<file path="src/rtl/core/cpsm_pkg.sv">
package cpsm_pkg;

   localparam int KIND_W  = 2;
   localparam int POS_W   = 6;
   localparam int CHAR_W  = 8;
   localparam int COUNT_W = 16;
   localparam int LEN_W   = 7;

   localparam int QUEUE_DEPTH = 4;
   localparam int QPTR_W      = $clog2(QUEUE_DEPTH);

   typedef enum logic [KIND_W-1:0] {
      KIND_CLEAR = 2'd0,
      KIND_LOAD  = 2'd1,
      KIND_MAP   = 2'd2,
      KIND_TEXT  = 2'd3
   } kind_type;

   // one classified item as it waits between front and back
   typedef struct packed {
      kind_type               op;
      logic [CHAR_W-1:0]      mask_char;
      logic [CHAR_W-1:0]      src_char;
      logic [POS_W-1:0]       position;
   } item_type;

   typedef struct packed {
      logic     push;
      item_type item;
   } push_type;

   typedef struct packed {
      logic     valid;
      item_type item;
   } head_type;

endpackage

</file>
<file path="src/rtl/core/cpsm_if.sv">
interface cpsm_req_if;
   logic                          valid;
   logic                          ready;
   logic [cpsm_pkg::KIND_W-1:0]   kind;
   logic [cpsm_pkg::POS_W-1:0]    position;
   logic [cpsm_pkg::CHAR_W-1:0]   first_char;
   logic [cpsm_pkg::CHAR_W-1:0]   second_char;

   modport source (output valid, output kind, output position, output first_char,
                   output second_char, input ready);
   modport sink   (input valid, input kind, input position, input first_char,
                   input second_char, output ready);
endinterface


</file>
<file path="src/rtl/core/cpsm_front.sv">
module cpsm_front (
   cpsm_req_if.sink            req_ch,
   input  logic                queue_full,
   output cpsm_pkg::push_type  push
);

   cpsm_pkg::kind_type op;

   assign op            = cpsm_pkg::kind_type'(req_ch.kind);
   assign req_ch.ready  = !queue_full;

   always_comb begin
      push.push           = req_ch.valid && !queue_full;
      push.item.op        = op;
      // a mapping addresses the mask of its replacement, everything else that of its first char
      push.item.mask_char = (op == cpsm_pkg::KIND_MAP) ? req_ch.second_char
                                                        : req_ch.first_char;
      push.item.src_char  = req_ch.first_char;
      push.item.position  = req_ch.position;
   end

endmodule

</file>
<file path="src/flat_wrapper.sv">
// flat-port wrapper written by rule: the top's interface ports become plain ports
module cpsm_front_flat 
  (queue_full, push, req_ch_valid, req_ch_kind, req_ch_position, req_ch_first_char, req_ch_second_char, req_ch_ready);
  cpsm_req_if req_ch_i ();
  input  logic queue_full;
  output cpsm_pkg::push_type push;
  input wire logic [$bits(req_ch_i.valid)-1:0] req_ch_valid;
  input wire logic [$bits(req_ch_i.kind)-1:0] req_ch_kind;
  input wire logic [$bits(req_ch_i.position)-1:0] req_ch_position;
  input wire logic [$bits(req_ch_i.first_char)-1:0] req_ch_first_char;
  input wire logic [$bits(req_ch_i.second_char)-1:0] req_ch_second_char;
  output wire logic [$bits(req_ch_i.ready)-1:0] req_ch_ready;
  assign req_ch_i.valid = req_ch_valid;
  assign req_ch_i.kind = req_ch_kind;
  assign req_ch_i.position = req_ch_position;
  assign req_ch_i.first_char = req_ch_first_char;
  assign req_ch_i.second_char = req_ch_second_char;
  assign req_ch_ready = req_ch_i.ready;
  cpsm_front u_core (.req_ch(req_ch_i), .queue_full(queue_full), .push(push));
endmodule
</file>
<file path="config.mk">
export PLATFORM = sky130hd
export DESIGN_NAME = cpsm_front_flat
export DESIGN_NICKNAME = d
export VERILOG_FILES = /design/src/rtl/core/cpsm_pkg.sv /design/src/rtl/core/cpsm_if.sv /design/src/rtl/core/cpsm_front.sv /design/src/flat_wrapper.sv
export SDC_FILE = /design/constraint.sdc
export NUM_CORES = 1
export LEC_CHECK = 0
export BUFFER_PORTS_ARGS = -buffer_cell sky130_fd_sc_hd__buf_2
export CAP_MARGIN = 5
export CORE_AREA = 2 2 39 41
export DETAILED_ROUTE_END_ITERATION = 12
export DIE_AREA = 0 0 41 43
export PLACE_DENSITY = 0.68
export SLEW_MARGIN = 20
export SYNTH_ARGS = -nofsm -noshare
export SYNTH_HDL_FRONTEND = slang
export SYNTH_SLANG_ARGS = --single-unit
</file>
<file path="constraint.sdc">
create_clock -name vclk -period 1.9
set_input_delay 0.38 -clock vclk [all_inputs]
set_output_delay 0.38 -clock vclk [all_outputs]
set_load 0.01 [all_outputs]
</file>
Word-level counts from Yosys, hierarchy flattened --
Cells that the tools add are included.
Storage, ports and cells: bits in registers 0, input port bits 26, output and inout bits 26
Cells by class: equality and inequality tests 1, mux-type cells 1, reductions and logical operators 2
Operator list (number):
- 8-bit 2-to-1 mux | 1
- 2-bit equality test (second input constant) | 1
- 1-bit logical AND | 1
- 1-bit zero test | 1

Logic depth before layout (Yosys ltp) --
depth in word-level cells 2, gate-level depth with buffers 3

Worst setup path before layout --
OpenSTA, ideal clock, no wires.
path kind input to output, start point input port req_ch_kind[1], end point output port push[14] (netlist name), data arrival time 0.953 ns, required time 1.520 ns, slack 0.567 ns, stages 3, cell sequence nor2b_4 > buf_6 > mux2_4
RTL lines:
- from (decl) | line flat_wrapper.sv:8 | input wire logic [$bits(req_ch_i.kind)-1:0] req_ch_kind;
- to (decl) | line flat_wrapper.sv:6 | output cpsm_pkg::push_type push;

==> impl_metrics.json <==
{
  "drt_iter0_markers": 1,
  "synth_area_per_cell_sq_um": 9.83,
  "ioPinCount": 52,
  "drt-pass1-iter-count": 3,
  "synthesis.nets": 54,
  "status": "finished clean",
  "placed_cells": 67,
  "antenna_left": 0,
  "start_util": 0.199,
  "layout.nets": 79,
  "grt_max_degree": 9,
  "end_kind": "primary output",
  "via_per_inst": 3.88,
  "fin_area_sq_um": 364,
  "drcViolationCount": 0,
  "drive_above_1_share": 0.961,
  "layout_common_cells": "buf_2 (40), mux2_4 (8), nor2b_4 (1), inv_1 (1), nor2b_1 (1)",
  "die_w_microns": 41,
  "hp-class": "in2out",
  "final_common_cell": "buf_2",
  "synth_cell_types": 6,
  "ys_seq_area_frac": 0,
  "hold_buffers": 0,
  "criticalPathCategory": "in2out",
  "maxCapViolCount": 0,
  "setup_violations": 0,
  "grt_pass1_wl_microns": 745,
  "overflow": 0,
  "post-route-min-period_ns": 1.65,
  "postCtsSetupBuffers": 0,
  "start_kind": "input pin",
  "synth_area_sq_um": 275,
  "n_fill_cell": 153,
  "worst_slew_pin_slew_ns": 0.336,
  "setup_tns_ns": 0,
  "stdcell_count": 67,
  "pwr_density_cell_nw_per_um2": 254,
  "peakVddDrop_v": 0.0000661,
  "critPathArrivalTime_ns": 1.27,
  "dieArea_sq_um": 1760,
  "place_area_sq_um": 364,
  "gp_congestion": 0.626,
  "hold_violations": 0,
  "area.sequential_sq_um": 0,
  "die_y_microns": 43,
  "layout.clock_buffers": 0,
  "crit_required_ns": 1.52,
  "grt_antenna_before_repair": 0,
  "synth_cells": 28,
  "p_leak_uw": 0.000233,
  "track_usage": 0.0569,
  "max_clock_freq_ghz": 0.604,
  "vias": 260,
  "crit_fanout": 8,
  "cts_resized": 0,
  "grt_pass1_vias": 205,
  "hold_start": "req_ch_position[5]",
  "core-area_sq_um": 1380,
  "slew_viol_final": 0,
  "max-slew-margin-rel": 0.775,
  "area.growth.synth_to_final_pct": 32.3,
  "wirelength_microns": 646,
  "cp-startpoint": "req_ch_kind[0]",
  "portBuffers": 40,
  "synth_warnings": 0,
  "seq_cells": 0,
  "diodes": 0,
  "fp-row-count": 14,
  "period_share": 0.871,
  "wl_per_cell_microns": 9.64,
  "rsz0062_at_grt": "no",
  "hpwl_microns": 606
}
-- path summary, 6_finish.rpt --
| kind | endpoint | cells past startpoint |
|---|---|---|
| worst max-delay path | push[16] | 4 |
| worst min-delay path | push[5] | 0 |
-- logic make-up (layout without fill, tap and decap cells) --
kind of cell	after synthesis	in the layout	synth area share
buffers and inverters	18	41	0.491
muxes	8	8	0.436
and+or+nand+nor	2	2	0.0727
-- Yosys cell counts --
library cell / number / area, sq um
buf_4: 16 / 120
nor2b_1: 1 / 6.26
mux2_4: 8 / 120
nor2b_4: 1 / 13.8
inv_1: 1 / 3.75
buf_6: 1 / 11.3
-- routing by layer --
| layer | track usage | vias up | part of all wire |
|---|---|---|---|
| li1 | - | 121 | - |
| met1 | 0.0411 | 110 | 0.29 |
| met2 | 0.131 | 29 | 0.51 |
| met3 | 0.00524 | 0 | 0.20 |
| met4 | 0.00667 | 0 | 0 |
| met5 | 0 | - | 0 |
-- stage by stage --
step,hold WS [ns],power (uW),utilization,setup slack [ns]
6_report,0.760,92.5,0.263,0.245
5_1_grt,0.760,102,0.263,0.186
4_1_cts,0.760,94.6,0.263,0.214
2_1_floorplan,0.804,75.6,-,0.567
3_5_place_dp,0.760,94.5,0.263,0.214
3_3_place_gp,0.760,92.7,0.263,0.221
-- report_power, final --
group | internal (uW) | switching (uW) | total, uW
logic | 54.0 | 38.6 | 92.5
registers | 0 | 0 | 0
clock network | 0 | 0 | 0
total | 54.0 | 38.6 | 92.5
-- final cells by class --
type / instances / area [sq um] / share of cell area
Timing Repair Buffer: 40 / 200 / 0.550
Multi-Input combinational cell: 10 / 140 / 0.385
Tap cell: 16 / 20.0 / 0.0550
Inverter: 1 / 3.75 / 0.0103
-- worst max-delay path, cell delays in order --
cell and delay [ns]:
buf_2 0.12, nor2b_4 0.30, mux2_4 0.33, buf_2 0.14
Note: power is estimated with default switching activity, not from simulation.
