`config.mk`:
```
export PLATFORM = sky130hd
export DESIGN_NAME = cpsm_queue
export DESIGN_NICKNAME = d
export VERILOG_FILES = /design/src/rtl/core/cpsm_pkg.sv /design/src/rtl/core/cpsm_queue.sv
export SDC_FILE = /design/constraint.sdc
export NUM_CORES = 1
export LEC_CHECK = 0
export BUFFER_PORTS_ARGS = -buffer_cell sky130_fd_sc_hd__buf_2
export CAP_MARGIN = 40
export CORE_MARGIN = 2
export CORE_UTILIZATION = 30
export CTS_CLUSTER_DIAMETER = 150
export DETAILED_ROUTE_END_ITERATION = 8
export RECOVER_POWER = 100
export SLEW_MARGIN = 20
export SYNTH_ARGS = -nofsm -noshare
export SYNTH_HDL_FRONTEND = slang
export SYNTH_SLANG_ARGS = --single-unit
```
`constraint.sdc`:
```
create_clock -name clock -period 4.06 [get_ports clock]
set_input_delay 0.203 -clock clock [delete_from_list [all_inputs] [get_ports clock]]
set_output_delay 0.203 -clock clock [all_outputs]
set_load 0.01 [all_outputs]
```
`src/rtl/core/cpsm_pkg.sv`:
```
package cpsm_pkg;

   localparam int KIND_W  = 2;
   localparam int POS_W   = 6;
   localparam int CHAR_W  = 8;
   localparam int COUNT_W = 16;
   localparam int LEN_W   = 7;

   localparam int QUEUE_DEPTH = 4;
   localparam int QPTR_W      = $clog2(QUEUE_DEPTH);

   typedef enum logic [KIND_W-1:0] {
      KIND_CLEAR = 2'd0,
      KIND_LOAD  = 2'd1,
      KIND_MAP   = 2'd2,
      KIND_TEXT  = 2'd3
   } kind_type;

   // one classified item as it waits between front and back
   typedef struct packed {
      kind_type               op;
      logic [CHAR_W-1:0]      mask_char;
      logic [CHAR_W-1:0]      src_char;
      logic [POS_W-1:0]       position;
   } item_type;

   typedef struct packed {
      logic     push;
      item_type item;
   } push_type;

   typedef struct packed {
      logic     valid;
      item_type item;
   } head_type;

endpackage

```
`src/rtl/core/cpsm_queue.sv`:
```
module cpsm_queue (
   input  logic                clock,
   input  logic                reset,
   input  cpsm_pkg::push_type  push,
   input  logic                pop,
   output logic                full,
   output cpsm_pkg::head_type  head
);

   localparam int PW = cpsm_pkg::QPTR_W;

   cpsm_pkg::item_type entry_ff [cpsm_pkg::QUEUE_DEPTH];
   logic [PW-1:0] wr_ptr_ff, wr_ptr_in;
   logic [PW-1:0] rd_ptr_ff, rd_ptr_in;
   logic [PW:0]   count_ff, count_in;
   logic          do_push;
   logic          do_pop;

   assign full       = (count_ff == (PW+1)'(cpsm_pkg::QUEUE_DEPTH));
   assign head.valid = (count_ff != '0);
   assign head.item  = entry_ff[rd_ptr_ff];
   assign do_push    = push.push && !full;
   assign do_pop     = pop && head.valid;

   always_comb begin
      wr_ptr_in = wr_ptr_ff;
      rd_ptr_in = rd_ptr_ff;
      count_in  = count_ff;
      if (do_push) begin
         wr_ptr_in = (wr_ptr_ff == PW'(cpsm_pkg::QUEUE_DEPTH - 1)) ? '0 : wr_ptr_ff + 1'b1;
      end
      if (do_pop) begin
         rd_ptr_in = (rd_ptr_ff == PW'(cpsm_pkg::QUEUE_DEPTH - 1)) ? '0 : rd_ptr_ff + 1'b1;
      end
      if (do_push && !do_pop) begin
         count_in = count_ff + 1'b1;
      end else if (do_pop && !do_push) begin
         count_in = count_ff - 1'b1;
      end
   end

   always_ff @(posedge clock) begin
      if (reset) begin
         wr_ptr_ff <= '0;
         rd_ptr_ff <= '0;
         count_ff  <= '0;
      end else begin
         wr_ptr_ff <= wr_ptr_in;
         rd_ptr_ff <= rd_ptr_in;
         count_ff  <= count_in;
      end
   end

   always_ff @(posedge clock) begin
      if (do_push) begin
         entry_ff[wr_ptr_ff] <= push.item;
      end
   end

endmodule

```
# Word level (Yosys, flattened, before mapping)
# Memories as Yosys holds them, arrays and structs flattened. A register that Yosys moved wholly into a read port is not among the register bits.
# Index checks and enable logic that the tools add are counted.
dict set report op_classes {
  n_addsub 4
  n_eq_ne 3
  muxes 8
  reduce_logical 9
}
# cell n
set op_table {}
lappend op_table {{$mux 2} 4}
lappend op_table {{$mux 3} 2}
lappend op_table {{$add 2x1->2 const B} 2}
lappend op_table {{$eq 2x2->1 const B} 2}
lappend op_table {{$logic_and 1x1->1} 4}
lappend op_table {{$add 3x1->3 const B} 1}
lappend op_table {{$eq 3x3->1 const B} 1}
lappend op_table {{$logic_not 1->1} 3}
lappend op_table {{$reduce_bool 3->1} 1}
lappend op_table {{$sub 3x1->3 const B} 1}
lappend op_table {{$mux 1} 2}
lappend op_table {{$reduce_bool 2->1} 1}
dict set report totals {
  register_bits 7
  ram_bits 96
  input_bits 28
  wordCells 28
  memories 1
}
# name depth width rd rd_ports_with_merged_regs write_ports line_no
set memory_table {}
lappend memory_table {entry_ff 4 24 1 1 1 cpsm_queue.sv:12} ;# cpsm_pkg::item_type entry_ff [cpsm_pkg::QUEUE_DEPTH];

# Depth between registers and ports, before layout
dict set report logic_depth {
  word_depth 7
  ltp_mapped 10
  mapped_depth_nobuf 9
}

# Worst setup path after synthesis
# Ideal clock, no wire load.
dict set report synth_timing {
  path_type {reg-to-reg}
  startpoint {register count_ff[0]}
  endpoint {register count_ff[2]}
  setup_ps 70
  arrival_time_ps 2115
  slack_ps 1874
  path_stages_with_launch 11
  period_less_slack_ps 2186
  cell_sequence {dfxtp_1 or3b_1 buf_6 clkinv_4 nor2_2 ha_1 inv_1 fa_1 xor2_1 or3_2 a21oi_1}
}
dict set report synth_via {
  elab_chain_cells 6
  word_cells_on_any_way 14
  cone_classes {add/sub (2); eq/ne (1); mux (2); reduce/logical (9)}
}
# item line_no
set synth_rtl {}
lappend synth_rtl {{start: declaration} cpsm_queue.sv:15} ;# logic [PW:0] count_ff, count_in;
lappend synth_rtl {{start signal: assignment} cpsm_queue.sv:50} ;# count_ff <= count_in;
lappend synth_rtl {{$eq 3x3->1 (*)} cpsm_queue.sv:19} ;# assign full = (count_ff == (PW+1)'(cpsm_pkg::QUEUE_DEPTH));
lappend synth_rtl {{net full} cpsm_queue.sv:6} ;# output logic full,
lappend synth_rtl {{$logic_not 1->1 (*)} cpsm_queue.sv:22} ;# assign do_push = push.push && !full;
lappend synth_rtl {{$logic_and 1x1->1 (*)} cpsm_queue.sv:22}
lappend synth_rtl {{net do_push} cpsm_queue.sv:16} ;# logic do_push;
lappend synth_rtl {{$logic_not 1->1} cpsm_queue.sv:37} ;# end else if (do_pop && !do_push) begin
lappend synth_rtl {{$logic_and 1x1->1} cpsm_queue.sv:37}
lappend synth_rtl {{$reduce_bool 2->1 (no line)} -}
# Mark *: on every way through the listed nets, which the timed path passes. The rest lies on a longest branch. The select of a mux whose other input is x is not followed.
# A chain may end at the register's enable or synchronous reset.

# Worst setup path in the final report
dict set report layout_timing {
  startpoint {register count_ff[0]}
  endpoint {register count_ff[2]}
}
dict set report layout_via {
  elab_chain_cells 6
  word_cells_on_any_way 14
  cone_classes {add/sub (2); eq/ne (1); mux (2); reduce/logical (9)}
}
# item line_no
set layout_rtl {}
lappend layout_rtl {{$eq 3x3->1 (*)} cpsm_queue.sv:19}
lappend layout_rtl {{$logic_not 1->1 (*)} cpsm_queue.sv:22}
lappend layout_rtl {{$logic_and 1x1->1 (*)} cpsm_queue.sv:22}
lappend layout_rtl {{net do_push} cpsm_queue.sv:16}
lappend layout_rtl {{$logic_not 1->1} cpsm_queue.sv:37}
lappend layout_rtl {{$logic_and 1x1->1} cpsm_queue.sv:37}
lappend layout_rtl {{$reduce_bool 2->1 (no line)} -}
# Marked as above.

==> flow_summary.yaml <==
setup_path:
  cp_num_buf_inv: 2
  rr_worst_depth: 9
  path_class: "flip-flop to flip-flop"
  setup.worst_path.end_class: "flip-flop"
  start_kind: "flip-flop"
  r2r_slack_ps: 1560
  cp_cell_sequence: "or3b_1 -> clkinvlp_2 -> nor2_1 -> ha_1 -> inv_1 -> fa_1 -> xor2_1 -> or3_2 -> a21oi_1"
  crit_path_top_delay_cell: "dfxtp_1"
  critPathTopFamily: "simple AND/OR/NAND/NOR gates"
  max_stage_delay_ps: 420
  worstPathMaxFanout: 7
  cp.arrival_ps: 2770
  critical_path_required_ps: 4330
  r2r_start: "count_ff[0]$_SDFFE_PP0P_"
  r2r-end: "count_ff[2]$_SDFFE_PP0P_"
drt:
  wire_per_inst_um: 16.7
  drt-initial-drc-count: 96
  drt-vias-per-instance: 4.41
  drcViolationCount: 0
  drtPass1Iterations: 3
  drt_wl_total_um: 6860
  vias: 1811
  ant_nets: 0
grt:
  use_met1_pct: 12.3
  grt_start_max_net_pins: 25
  met3_usage_pct: 3.78
  track_usage_pct: 10.5
  grt_pass1_wl_um: 11000
  globalRouteMet2Util_pct: 18.3
  busiest_layer: "met2"
  antenna_found_initial: 0
  grt-ovfl-total: 0
  grt_pass1_vias: 2033
sta:
  hold_viol: 0
  worst_pin_slew_ps: 1360
  setup_viol_count_final: 0
  fin_crit_sh_pct: 61.6
  skew_ps: 4.27
  timing.fmax_ghz: 0.400
  slew_headroom_pct: 9.48
  min_period_ps: 2500
  rsz0062_at_grt: "no"
  tns_ps: 0
  final_max_slew_viol_count: 0
placement:
  placement.io_buffers: 53
  place_congestion: 0.636
  dp_cells: 395
cells_and_area:
  final_net_count: 269
  drive_gt1_share_pct: 20.1
  seq_area_um2: 3060
  syn2layout_area_growth_pct: 16.3
  fin_cells: 411
  multi_input_area_um2: 807
  num_antenna_cells: 0
  nFillCells: 1240
synthesis:
  yosysUniqueCellTypes: 27
  async_flop_share_pct: 0
  netlist_top_cells_count: "96 x edfxtp_1, 24 x mux4_2, 9 x dfxtp_1, 6 x ha_1"
  synth_edf_count: 96
  syn_nets: 211
  synthTopCellsByArea: "edfxtp_1 73%, mux4_2 14%, dfxtp_1 4.6%, ha_1 1.9%, and3_2 0.76%"
  yosys_warnings: 0
  synth_top_area_share_pct: 72.9
  ys_seq_area_share_pct: 77.4
  synth_top_flop_cell: "edfxtp_1"
  yosys.area.top_type: "edfxtp_1"
  synth.most_common_cell: "edfxtp_1"
  netlist_area_um2: 3960
  synth_area_per_cell_um2: 22.5
  syn_inst: 176
  synth_seq_cells: 105
clocking:
  cts_buffers: 9
  clk_latency_ps: 330
  cts.repair.resized: 0
  postCtsSetupRepairBufs: 0
  clk_path_buf_depth: 2
  clockRootBuffer: "clkbuf_16"
  clkSinkCount: 105
  path_clk_slew_ps: 70
  htree_levels: 3
  cts_tree: "built"
  cts_hold_buf: 0
worst_hold_path:
  hold_class: "primary input to flip-flop"
  hold_end: "entry_ff[0][1]$_DFFE_PP_"
  min_from: "push[1]"
  hold_depth: 1
outcome:
  status: "completed"
floorplanning:
  start_util_pct: 31.1
  row_count: 41
  ios: 54
  fp.dieW_um: 119
  core_area_um2: 12700
  dieArea_um2: 14100
  die_h_um: 119
power_and_ir_drop:
  power-per-cell-area_nw_per_um2: 588
  max-vdd-ir-drop_v: 0.000306
  power.leakage_nw: 1.45
job:
  cap_violations: 0
-- sequential cells by signal (all words and copies together) (netlist names), named ones only --
name,count
entry_ff,96
rd_ptr_ff,2
wr_ptr_ff,2
count_ff,3
-- cells by family after synthesis --
kind of cell | after synthesis | synth area share [%]
flip-flops | 105 | 77.4
AND/OR/NAND/NOR | 16 | 2.44
multiplexers | 26 | 14.2
adder cells (fa/ha/maj) | 7 | 2.40
buffers and inverters | 13 | 1.83
XOR/XNOR | 2 | 0.443
AO/OA/AOI/OAI | 7 | 1.26
-- routing by layer --
metal	vias to the layer above	share of wire (%)	wire, µm
met4	0	1.0	71
met5	-	0	0
met2	43	51	3500
met3	7	5.1	351
met1	928	43	2930
li1	833	-	-
-- cell type report --
type,count,area share (%)
well taps,172,4.68
clock inverters,7,0.816
multi-input cells,58,17.5
flip-flops and latches,105,66.6
inverters,5,0.435
repair buffers,55,5.06
clock buffers,9,4.90
-- power breakdown --
group          leakage, nW  internal (mW)  switching (mW)
sequential           0.954           1.31          0.0609
clock                0.128          0.408           0.350
combinational        0.367          0.267           0.303
-- placed cells by master (no fill, tap or decap), types with 2 or more instances in the layout --
cell	count
clkbuf_16	9
a21oi_1	3
clkinv_2	2
clkbuf_1	48
ha_1	6
xor2_1	2
and3_1	4
mux2i_1	2
nor2_1	4
edfxtp_1	96
mux4_2	24
nand3_1	2
buf_2	5
inv_1	4
clkinv_1	3
dfxtp_1	9
o21ai_0	2
or3_2	2
-- worst max-delay path by stage --
stage / cells after the start / end / start / slack, ps
after global placement: 9 / count_ff[2]$_SDFFE_PP0P_ / count_ff[0]$_SDFFE_PP0P_ / 1770
after detailed placement: 9 / count_ff[2]$_SDFFE_PP0P_ / count_ff[0]$_SDFFE_PP0P_ / 1670
after global routing: 9 / count_ff[2]$_SDFFE_PP0P_ / count_ff[0]$_SDFFE_PP0P_ / 1340
final: 9 / count_ff[2]$_SDFFE_PP0P_ / count_ff[0]$_SDFFE_PP0P_ / 1560
after floorplan: 10 / count_ff[2]$_SDFFE_PP0P_ / count_ff[0]$_SDFFE_PP0P_ / 1870
after CTS: 9 / count_ff[2]$_SDFFE_PP0P_ / count_ff[0]$_SDFFE_PP0P_ / 1660
-- per-stage QoR --
stage | setup WS [ps] | hold WS, ps | power [mW] | util [%] | instance area, µm²
floorplan | 1870 | 302 | 1.80 | - | 3960
global placement | 1770 | 418 | 1.99 | 34.5 | 4400
detailed placement | 1670 | 425 | 2.02 | 34.7 | 4420
CTS | 1660 | 72.3 | 2.79 | 36.8 | 4680
global route | 1340 | 138 | 2.85 | 36.2 | 4600
finish | 1560 | 128 | 2.70 | 36.2 | 4600
-- worst reg2reg max path, delay by kind of cell (launching register included) --
kind                       cells  cell delay [ps]
AOI/OAI and AO/OA              1              140
xor gates and xnor gates       1              180
adders and majority gates      2              590
buffers and inverters          2              230
DFF                            1              420
and+or+nand+nor                3              860
No activity file was read; power rests on OpenSTA's default activity.
